<file path="src/rtl/sact_pkg.sv">
// package for the set-associative tag store with lru replacement
// constants, action codes and controller command/status structs; no dependencies
package sact_pkg;

  localparam int unsigned DefNumSets     = 64;
  localparam int unsigned DefNumWays     = 4;
  localparam int unsigned DefBlockBytes  = 64;
  localparam int unsigned DefAddressBits = 32;

  localparam int unsigned AddrW  = 32;
  localparam int unsigned TimeW  = 31;
  localparam int unsigned RangeW = 17;
  localparam int unsigned CountW = 32;

  typedef enum logic [1:0] {
    ACT_LOOKUP  = 2'd0,
    ACT_INSTALL = 2'd1,
    ACT_FLUSH   = 2'd2,
    ACT_CLEAR   = 2'd3
  } action_e;

  // controller to datapath commands
  typedef struct packed {
    logic    load;      // capture incoming transaction
    logic    read;      // read addressed set
    logic    exec;      // apply action to read set
    logic    clr_step;  // clear one set at the sweep address
    logic    clr_start; // reset the sweep counter and counters
    logic    step;      // advance flush probe
  } cmd_t;

  // datapath to controller status
  typedef struct packed {
    logic    flush_done; // no probe left
    logic    clr_done;   // last set being cleared
  } stat_t;

endpackage

</file>
<file path="src/rtl/sact_ctrl.sv">
// controller state machine sequencing read, update, flush probes and clear sweep
// depends on sact_pkg
module sact_ctrl
  import sact_pkg::*;
(
  input  logic       clk_i,
  input  logic       rst_ni,
  input  logic       in_valid_i,
  output logic       in_ready_o,
  output logic       out_valid_o,
  input  logic       out_ready_i,
  input  logic [1:0] action_i,
  input  logic [1:0] cur_action_i,
  input  stat_t      stat_i,
  output cmd_t       cmd_o,
  output logic       busy_o
);

  localparam logic [2:0] S_IDLE  = 3'd0;
  localparam logic [2:0] S_READ  = 3'd1;
  localparam logic [2:0] S_EXEC  = 3'd2;
  localparam logic [2:0] S_CLEAR = 3'd3;
  localparam logic [2:0] S_OUT   = 3'd4;

  logic [2:0] state_q, state_d;
  logic       accept;

  assign in_ready_o  = (state_q == S_IDLE) || (state_q == S_OUT && out_ready_i);
  assign accept      = in_valid_i && in_ready_o;
  assign out_valid_o = (state_q == S_OUT);
  assign busy_o      = (state_q != S_IDLE) && (state_q != S_OUT);

  // next state and commands
  always_comb begin
    state_d = state_q;
    cmd_o   = '0;
    unique case (state_q)
      S_IDLE, S_OUT: begin
        if (state_q == S_OUT && out_ready_i) state_d = S_IDLE;
        if (accept) begin
          cmd_o.load = 1'b1;
          if (action_i == ACT_CLEAR) begin
            cmd_o.clr_start = 1'b1;
            state_d = S_CLEAR;
          end else begin
            state_d = S_READ;
          end
        end
      end
      S_READ: begin
        if (cur_action_i == ACT_FLUSH && stat_i.flush_done) begin
          state_d = S_OUT;
        end else begin
          cmd_o.read = 1'b1;
          state_d = S_EXEC;
        end
      end
      S_EXEC: begin
        cmd_o.exec = 1'b1;
        if (cur_action_i == ACT_FLUSH) begin
          cmd_o.step = 1'b1;
          state_d = S_READ;
        end else begin
          state_d = S_OUT;
        end
      end
      S_CLEAR: begin
        cmd_o.clr_step = 1'b1;
        if (stat_i.clr_done) state_d = S_OUT;
      end
      default: state_d = S_IDLE;
    endcase
  end

  always_ff @(posedge clk_i or negedge rst_ni) begin
    if (!rst_ni) state_q <= S_IDLE;
    else         state_q <= state_d;
  end

endmodule

</file>
<file path="config.mk">
export PLATFORM = sky130hd
export DESIGN_NAME = sact_ctrl
export DESIGN_NICKNAME = d
export VERILOG_FILES = /design/src/rtl/sact_pkg.sv /design/src/rtl/sact_ctrl.sv
export SDC_FILE = /design/constraint.sdc
export NUM_CORES = 1
export LEC_CHECK = 0
export BUFFER_PORTS_ARGS = -buffer_cell sky130_fd_sc_hd__buf_4
export CORE_AREA = 5 5 42 44
export CTS_BUF_LIST = sky130_fd_sc_hd__clkbuf_4
export DETAILED_ROUTE_END_ITERATION = 7
export DIE_AREA = 0 0 47 49
export GPL_TIMING_DRIVEN = 1
export PLACE_DENSITY = 0.42
export SLEW_MARGIN = 40
export SYNTH_ARGS = -nofsm -noshare
export SYNTH_HDL_FRONTEND = slang
export SYNTH_SLANG_ARGS = --single-unit
</file>
<file path="constraint.sdc">
create_clock -name clk_i -period 2.3 [get_ports clk_i]
set_input_delay 0.46 -clock clk_i [delete_from_list [all_inputs] [get_ports clk_i]]
set_output_delay 0.46 -clock clk_i [all_outputs]
set_load 0.02 [all_outputs]
</file>
After elaboration in Yosys (flattened, before gate mapping)
Index checks and enable logic that the tools add are counted.
W data, S select, Z words.
{ "word_totals": {"regBits": 3, "output_inout_bits": 9, "elab_cells": 37} }
{ "op_classes": {"n_eq_ne": 9, "n_mux": 18, "n_reduce_logical": 9} }
{ "op_table": {"columns": ["operator", "n"], "rows": [
  ["$mux W3", 5],
  ["$pmux W3 S4", 1],
  ["$mux W1", 11],
  ["$eq A3 B2 Y1 const B", 2],
  ["$ne A3 B3 Y1 const B", 2],
  ["$eq A2 B2 Y1 const B", 2],
  ["$logic_and A1 B1 Y1", 4],
  ["$eq A3 B1 Y1 const B", 1],
  ["$eq A3 B3 Y1 const B", 1],
  ["$logic_not A3 Y1", 1],
  ["$reduce_bool A3 Y1", 1],
  ["$mux W2", 1],
  ["$ne A2 B2 Y1 const B", 1],
  ["$reduce_and A2 Y1", 1],
  ["$reduce_or A2 Y1", 1],
  ["$logic_or A1 B1 Y1", 1]
]} }

Depth between registers and ports, before layout
Gate-level depths: netlist (run 1).
{ "depth": {"ltp_word": 6, "mapped_depth": 3, "ltp_nobuf": 3} }

Worst setup path before layout (run 1)
OpenSTA, ideal clock, no wires.
{ "synth_path": {"path_kind": "reg-to-output", "from": "reg state_q[1]", "to": "out cmd_o[0] in the netlist's numbering", "arrival_ps": 1212, "required_time_ps": 1840, "setup_slack_ps": 628, "stages_incl_launch_ff": 3, "path_buffers": 0, "cell_sequence": "dfrtp_1 nor3b_2 nor2b_1"} }
{ "synth_lines": {"columns": ["item", "line", "text"], "rows": [
  ["start: declaration", "sact_ctrl.sv:25", "logic [2:0] state_q, state_d;"],
  ["start signal: assignment", "sact_ctrl.sv:77", "else state_q <= state_d;"],
  ["end: declaration", "sact_ctrl.sv:15", "output cmd_t cmd_o,"]
]} }

==> summary.txt, run 1 <==
H-tree Lvls: 1
sw frac: 42.7%
wl on met1: 310 um
Pleak: 0.227 nW
share of the synthesized area in the top cell type: 31.7%
Hold Buf Count CTS: 1
Critical Path RT: 1.84 ns
CP peak stage delay: 0.44 ns
xor/xnor cell area share of the yosys netlist: 0%
n_diodes: 0
status: complete, no violations
Post-DRT Antenna Nets: 0
synthesized instance count: 27
Core Box Area: 1400 sq um
Hold Crit Class: input port to flop
CP max FO: 7
Final setup viols: 0
Final HPWL DP: 565 um
Max Root-Sink Buffers: 2
clock sink total: 3
Netlist cell types: 16
Clock Tree Root: clkbuf_4
number of flip-flops in the largest register: 3
ranking of synthesized cells by area: dfrtp_1, and3b_1, a31oi_1
Max Freq: 544 MHz
syn avg cell area: 8.76 sq um
post-synth top area cell: dfrtp_1
Largest regs: state_q (3)
final hold vios: 0
register area share after synthesis: 31.7%
vias: 273
Die Wd: 47 um
critical path endpoint category: primary output
min-delay src: action_i[1]
TritonCTS buffer count: 3
global-route wire length before repair: 1330 um
critical path arrival: 1.38 ns
total iterations of the first detailed-routing run: 3
Tcrit/Tclk final: 80.0%
number of buffers added for setup after CTS: 0
# Max-Cap Violations: 0
drt drc: 0
initial drt markers: 6
Worst slew margin: 82.4%
Routed WL per cell: 10.8 um
most flop-heavy register: state_q
Worst path slowest cell: dfrtp_1
Final Max Tran Viols: 0
worst skew pair latency: 0.24 ns
launch point of the worst reg-to-reg path: state_q[1]
gr usage total: 8.26%
Power Density: 1150 nW/um^2
peak supply drop: 0.365 mV
post_cts resized: 0
DR WL met2: 360 um
Placement Cell Area: 392 sq um
row count: 14
Clock transition at path regs: 0.04 ns
fillers: 159
CP startpoint kind: flop
Net count, final: 61
Synth Register Bits: 3
vias in the first global route: 316
Synthesized Nets: 37
Die ar.: 2300 sq um
cell-internal power: 0.000284 W
Clk network pwr share: 21.7%
ys async rst share: 100%
crit-path cells: nor2_1 -> and3_4 -> and3_1 -> buf_4
synth warn: 0
largest net degree at the start of global routing: 9
I/O Buffers: 18
Critical Path Start: state_q[0]
Mapped Area: 236 sq um
Top Ports: 19
Layout Skew: 0.00410 ns
Comb power frac: 55.4%
Crit Path Category: flop to primary output
minimum clock period: 1.84 ns
CTS tree: built
main combinational cell family by area after synthesis: simple AND/OR/NAND/NOR gates
design area: 432 sq um
routability cong.: 0.700
initial antenna violation count: 0
Area Growth Syn to Fin: 82.5%
met3 wire length: 44 um
register share of total power: 22.9%
Worst Max-Slew Pin Slew: 0.262 ns
grt ovf: 0
TNS Setup: 0 ns
Die H: 49 um
top sig layer: met3
post-synthesis adder-cell area fraction: 0%
layout cells sized above 1: 50.0%
vias per cell: 4.14
multiplexer share of the synthesized area: 0%
final wirelength: 715 um
Synth top cells by count: dfrtp_1, inv_1, nor2_1
Simple-Gate Fraction of Synth Area: 54.0%
ys flop type: dfrtp_1
EDFF count, synth: 0
RSZ-0062 raised after global routing: false
Psw: 0.000212 W
Initial Util: 16.9%
post-synthesis compound-gate area fraction: 9.52%
-- cell usage in the layout, fill, tap and decap left out --
master,n
a311o_1,1
nor3_1,1
nor3b_2,1
nand3b_1,1
and2_1,1
inv_1,3
dfrtp_1,3
nor4_2,1
a31oi_1,2
buf_4,18
or3_1,1
nand2b_1,2
and3_1,2
and3_4,1
dlygate4sd3_1,1
nor2b_1,2
nor2_1,3
clkbuf_4,4
and3b_1,2
-- power groups by stage --
| stage | Combinational (W) | Sequential (W) | Clock, W |
|---|---|---|---|
| 4_1_cts | 0.000279 | 0.000115 | 0.000113 |
| 5_1_grt | 0.000301 | 0.000120 | 0.000123 |
| 3_5_place_dp | 0.000278 | 0.000113 | 0 |
| 6_report | 0.000275 | 0.000114 | 0.000108 |
| 3_3_place_gp | 0.000279 | 0.000117 | 0 |
| 2_1_floorplan | 0.000171 | 0.000103 | 0 |
-- final cells by class --
cell class	instances	area, sq um	area share [%]
Timing Repair Buffer	19	145	33.6
Multi-Input combinational cell	21	150	34.8
Sequential cell	3	75.1	17.4
Inverter	3	11.3	2.61
Tap cell	16	20.0	4.64
Clock buffer	4	30.0	6.96
-- critical path: cells and delay by family, from the launching register on --
family | cells | cell delay (ns)
buf+inv | 1 | 0.13
flops | 1 | 0.44
simple gates | 3 | 0.56
-- path summary, 6_finish.rpt --
kind / to / slack (ns) / depth (start not counted)
hold / removal: state_q[1] / 0.49 / 2
max in group asynchronous: state_q[1] / 1.65 / 2
hold reg to reg: state_q[2] / 0.68 / 2
setup reg to reg: state_q[0] / 1.03 / 3
min in group asynchronous: state_q[2] / 0.55 / 2
setup / recovery: cmd_o[1] / 0.46 / 4
-- cell families (layout without fill, tap and decap cells) --
logic type / count (synthesis) / in the layout
compound gates: 3 / 3
buf+inv: 3 / 26
flops: 3 / 3
simple gates: 18 / 18
-- stage by stage --
step | utilization [%] | std cells | hold slack (ns) | total power (W) | setup WS (ns)
floorplan | - | 27 | 0.164 | 0.000274 | 0.628
global placement | 27.9 | 61 | 0.251 | 0.000396 | 0.611
detailed placement | 27.9 | 61 | 0.252 | 0.000391 | 0.609
global route | 30.8 | 66 | 0.482 | 0.000545 | 0.345
CTS | 30.8 | 66 | 0.474 | 0.000507 | 0.439
finish | 30.8 | 66 | 0.486 | 0.000497 | 0.461
-- layer usage --
layer / track usage (%) / up-vias
met3: 4.43 / 0
li1: - / 143
met2: 10.6 / 9
met1: 10.2 / 121
met4: 5.53 / 0
met5: 0 / -
Note: power is estimated with default switching activity, not from simulation.
==> inputs of run 2 (changes only) <==
==> constraint.sdc (replaced) <==
create_clock -name clk_i -period 1.7 [get_ports clk_i]
set_input_delay 0.34 -clock clk_i [delete_from_list [all_inputs] [get_ports clk_i]]
set_output_delay 0.34 -clock clk_i [all_outputs]
set_load 0.02 [all_outputs]
==> summary.txt, run 2 (synthesis results as in run 1) <==
Max Freq: 614 MHz
Clock Tree Root: clkbuf_4
Final Util: 33.8% (+2.9 points)
Crit Path Category: flop to primary output
Net count, final: 63 (+3.3%)
Power, Total: 0.000749 W (+51%)
routability cong.: 0.672 (-4.0%)
peak supply drop: 0.623 mV (+71%)
Setup WS pre-CTS: 0.226 ns (-0.384 ns)
RSZ-0062 raised after global routing: false
total iterations of the first detailed-routing run: 2 (-1)
CP peak stage delay: 0.45 ns (about the same)
Routed WL per cell: 11.7 um (+7.9%)
most common cell after layout, fill and taps aside: buf_4
H-tree Lvls: 1 (unchanged)
Largest regs: state_q (3)
number of flip-flops in the largest register: 3 (unchanged)
Tcrit/Tclk final: 95.9%
n_diodes: 0 (unchanged)
Worst path slowest cell: dfrtp_2
Clock transition at path regs: 0.04 ns (about the same)
# Max-Cap Violations: 0 (unchanged)
Worst slew margin: 82.7% (+0.32 points)
TNS Setup: 0 ns (unchanged)
most flop-heavy register: state_q
gr usage total: 7.76% (-0.49 points)
Worst Slack Setup Final: 0.0700 ns (-0.391 ns)
Final Max Tran Viols: 0 (unchanged)
fin cells: 68 (+3.0%)
global-route wire length before repair: 1270 um (-4.7%)
critical path arrival: 1.29 ns (-0.09 ns)
I/O Buffers: 18 (unchanged)
clock sink total: 3 (unchanged)
crit-path cells: nor2_4 -> and3_4 -> and3_1 -> buf_4
initial antenna violation count: 0 (unchanged)
CP max FO: 6 (-1)
Core Box Area: 1400 sq um (unchanged)
Layout Skew: 0.00282 ns (-0.00128 ns)
final hold vios: 0 (unchanged)
Area Growth Syn to Fin: 100%
Max Root-Sink Buffers: 2 (unchanged)
Worst Max-Slew Pin Slew: 0.257 ns (-0.00454 ns)
CTS tree: built
Post-DRT Antenna Nets: 0 (unchanged)
Top Ports: 19 (unchanged)
Initial Util: 16.9% (unchanged)
initial drt markers: 3 (-3)
Critical Path RT: 1.36 ns (-0.48 ns)
largest net degree at the start of global routing: 8 (-1)
Final setup viols: 0 (unchanged)
Pleak: 0.239 nW (+5.1%)
Die Wd: 47 um (unchanged)
Final HPWL DP: 593 um (+4.9%)
status: complete, no violations
Power Density: 1580 nW/um^2 (+38%)
worst skew pair latency: 0.24 ns (about the same)
Die ar.: 2300 sq um (unchanged)
final wirelength: 795 um (+11%)
critical path endpoint category: primary output
grt ovf: 0 (unchanged)
TritonCTS buffer count: 3 (unchanged)
layout cells sized above 1: 59.6% (+9.6 points)
vias per cell: 4.34 (+4.9%)
Die H: 49 um (unchanged)
placed cell count: 62 (+1.6%)
commonest non-fill, non-tap cells in the layout: buf_4, clkbuf_4, inv_1
Hold Crit Class: input port to flop
vias in the first global route: 299 (-5.4%)
CP startpoint kind: flop
vias: 295 (+8.1%)
drt drc: 0 (unchanged)
minimum clock period: 1.63 ns
row count: 14 (unchanged)
-- run 2: worst paths after layout --
kind	depth (start not counted)	end	startpoint	slack, ns
setup / recovery	4	cmd_o[1]	state_q[0]	0.07
min in group asynchronous	2	state_q[2]	rst_ni	0.43
hold / removal	2	state_q[1]	action_i[1]	0.37
setup reg to reg	4	state_q[0]	state_q[1]	0.36
hold reg to reg	2	state_q[2]	state_q[0]	0.67
max in group asynchronous	2	state_q[0]	rst_ni	1.17
-- run 2: per-stage QoR --
stage	area (sq um)	hold slack [ns]
after global routing	473	0.375
after floorplan	236	0.0444
after detailed placement	399	0.131
final	473	0.370
after CTS	450	0.369
after global placement	399	0.132
-- run 2: routing by layer --
metal / routed length [um] / global-route usage, %
met1: 353 / 9.51
met2: 377 / 11.1
met3: 43 / 2.21
met4: 21 / 5.53
met5: 0 / 0
-- run 2: timing repair --
action,CTS,global route
pin swaps,0,2
buffers inserted,0,1
endpoints found under the hold margin,3,0
hold buffers,1,0
resized for setup,2,5
setup endpoints to repair,1,3
-- run 2: power breakdown --
part / internal, W / switching (W) / leakage, nW
registers: 0.000105 / 0.0000547 / 0.0359
clock network: 0.000104 / 0.0000431 / 0.0184
logic: 0.000218 / 0.000223 / 0.185
total: 0.000428 / 0.000321 / 0.239
-- run 2: layout make-up --
type                       instances  area [sq um]
fill                             156           928
multi-input combinational         21           174
timing repair buffer              21           160
sequential                         3          77.6
clock buffer                       4          30.0
tap                               16          20.0
inverter                           3          11.3
-- run 2: critical path, delay by kind of cell, from the launching register on --
kind          cells  cell delay [ns]
simple gates      3             0.46
flops             1             0.45
buf+inv           1             0.13
==> inputs of run 3 (changes only) <==
--- a/config.mk
+++ b/config.mk
@@ -7,7 +7,7 @@
 export LEC_CHECK = 0
 export BUFFER_PORTS_ARGS = -buffer_cell sky130_fd_sc_hd__buf_4
 export CORE_AREA = 5 5 42 44
-export CTS_BUF_LIST = sky130_fd_sc_hd__clkbuf_4
+export CTS_BUF_LIST = sky130_fd_sc_hd__clkbuf_16
 export DETAILED_ROUTE_END_ITERATION = 7
 export DIE_AREA = 0 0 47 49
 export GPL_TIMING_DRIVEN = 1
==> summary.txt, run 3 (synthesis results as in run 1) <==
grt ovf: 0 (unchanged)
status: complete, no violations
Worst slew margin: 83.5% (+0.74 points)
vias in the first global route: 309 (+3.3%)
vias per cell: 4.40 (+1.5%)
Tcrit/Tclk final: 96.5% (+0.60 points)
CP max FO: 7 (+1)
Initial Util: 16.9% (unchanged)
placed cell count: 62 (unchanged)
fillers: 148 (-5.1%)
# Max-Cap Violations: 0 (unchanged)
Hold Crit Class: input port to flop
Critical Path RT: 1.36 ns (about the same)
peak supply drop: 0.819 mV (+32%)
Power Density: 1870 nW/um^2 (+18%)
Area Growth Syn to Fin: 115%
total iterations of the first detailed-routing run: 2 (unchanged)
Final setup viols: 0 (unchanged)
I/O Buffers: 18 (unchanged)
Routed WL per cell: 11.5 um (-1.4%)
Clock Tree Root: clkbuf_16
final hold vios: 0 (unchanged)
clock sink total: 3 (unchanged)
initial antenna violation count: 0 (unchanged)
RSZ-0062 raised after global routing: false
CTS tree: built
row count: 14 (unchanged)
routability cong.: 0.672 (unchanged)
drt drc: 0 (unchanged)
commonest non-fill, non-tap cells in the layout: buf_4, inv_1, clkbuf_16
minimum clock period: 1.64 ns (+0.0102 ns)
critical path arrival: 1.30 ns (about the same)
TritonCTS buffer count: 3 (unchanged)
initial drt markers: 2 (-1)
Largest regs: state_q (3)
Die Wd: 47 um (unchanged)
Max Freq: 610 MHz (-0.62%)
vias: 295 (unchanged)
global-route wire length before repair: 1260 um (-0.55%)
Max Root-Sink Buffers: 2 (unchanged)
Pleak: 0.258 nW (+8.0%)
gr usage total: 7.97% (+0.21 points)
Core Box Area: 1400 sq um (unchanged)
final wirelength: 772 um (-2.9%)
Final Max Tran Viols: 0 (unchanged)
Die ar.: 2300 sq um (unchanged)
most common cell after layout, fill and taps aside: buf_4
critical path endpoint category: primary output
n_diodes: 0 (unchanged)
H-tree Lvls: 1 (unchanged)
most flop-heavy register: state_q
Clock transition at path regs: 0.03 ns (about the same)
TNS Setup: 0 ns (unchanged)
Layout Skew: 0.00126 ns (-0.00156 ns)
CP startpoint kind: flop
Die H: 49 um (unchanged)
number of flip-flops in the largest register: 3 (unchanged)
R2R Setup Slk: 0.37 ns (about the same)
Final HPWL DP: 593 um (unchanged)
Worst Max-Slew Pin Slew: 0.246 ns (-0.0110 ns)
Crit Path Category: flop to primary output
Top Ports: 19 (unchanged)
worst skew pair latency: 0.22 ns (-0.02 ns)
Net count, final: 62 (-1.6%)
largest net degree at the start of global routing: 8 (unchanged)
layout cells sized above 1: 54.9% (-4.7 points)
Post-DRT Antenna Nets: 0 (unchanged)
fin cells: 67 (-1.5%)
## run 3: cell count changes in the layout (fill, tap and decap cells not counted)
cell / before / now
dfrtp_1: 1 / 2
buf_4: 20 / 19
clkbuf_4: 4 / 0
inv_1: 3 / 4
nor2b_4: 1 / 0
nor2b_2: 0 / 1
dfrtp_2: 2 / 1
clkbuf_16: 0 / 3
## run 3: report_power, final
part / switching [W] / leakage (nW) / internal (W)
clock network: 0.0000667 / 0.0423 / 0.000303
logic: 0.000215 / 0.179 / 0.000205
registers: 0.0000553 / 0.0371 / 0.000103
## run 3: cell type report
type	instances	area, sq um	share of cell area, %
clock inverters	1	3.75	0.739
multi-input cells	21	169	33.3
inverters	3	11.3	2.22
clock buffers	3	75.1	14.8
repair buffers	20	153	30.0
well taps	16	20.0	3.94
flip-flops and latches	3	76.3	15.0
## run 3: worst max-delay path, cell delays in order (launching register included)
cell and delay (ns):
dfrtp_2 0.45, nor2_4 0.14, and3_4 0.20, and3_1 0.15, buf_4 0.13
## run 3: layer usage
metal	GRT usage, %	vias up	wire length, um
met1	9.07	138	338
met3	3.32	2	51
met2	10.9	12	365
li1	-	143	-
met4	6.91	0	17
met5	0	-	0
## run 3: per-stage QoR
step | utilization, % | area [sq um] | power [W] | hold WS [ns] | setup slack [ns]
4_1_cts | 35.0 | 490 | 0.000924 | 0.378 | 0.00404
6_report | 36.3 | 508 | 0.000949 | 0.379 | 0.0598
3_3_place_gp | 28.5 | 399 | 0.000549 | 0.132 | 0.247
3_5_place_dp | 28.5 | 399 | 0.000541 | 0.131 | 0.226
5_1_grt | 36.3 | 508 | 0.00100 | 0.397 | 0.000441
2_1_floorplan | - | 236 | 0.000371 | 0.0444 | 0.148
## run 3: worst paths after layout
kind                        startpoint  cells past startpoint         end
max                         state_q[0]                      4    cmd_o[1]
min                        action_i[1]                      2  state_q[1]
max reg2reg                 state_q[1]                      4  state_q[0]
min reg2reg                 state_q[0]                      2  state_q[2]
max in group asynchronous       rst_ni                      2  state_q[0]
min in group asynchronous       rst_ni                      2  state_q[2]
## run 3: repair_timing
| action | CTS | global route |
|---|---|---|
| endpoints found under the hold margin | 3 | 0 |
| resized for setup | 1 | 4 |
| pin swaps | 0 | 0 |
| setup buffers | 0 | 0 |
| endpoints found under the setup margin | 1 | 3 |
| hold buffers | 1 | 0 |
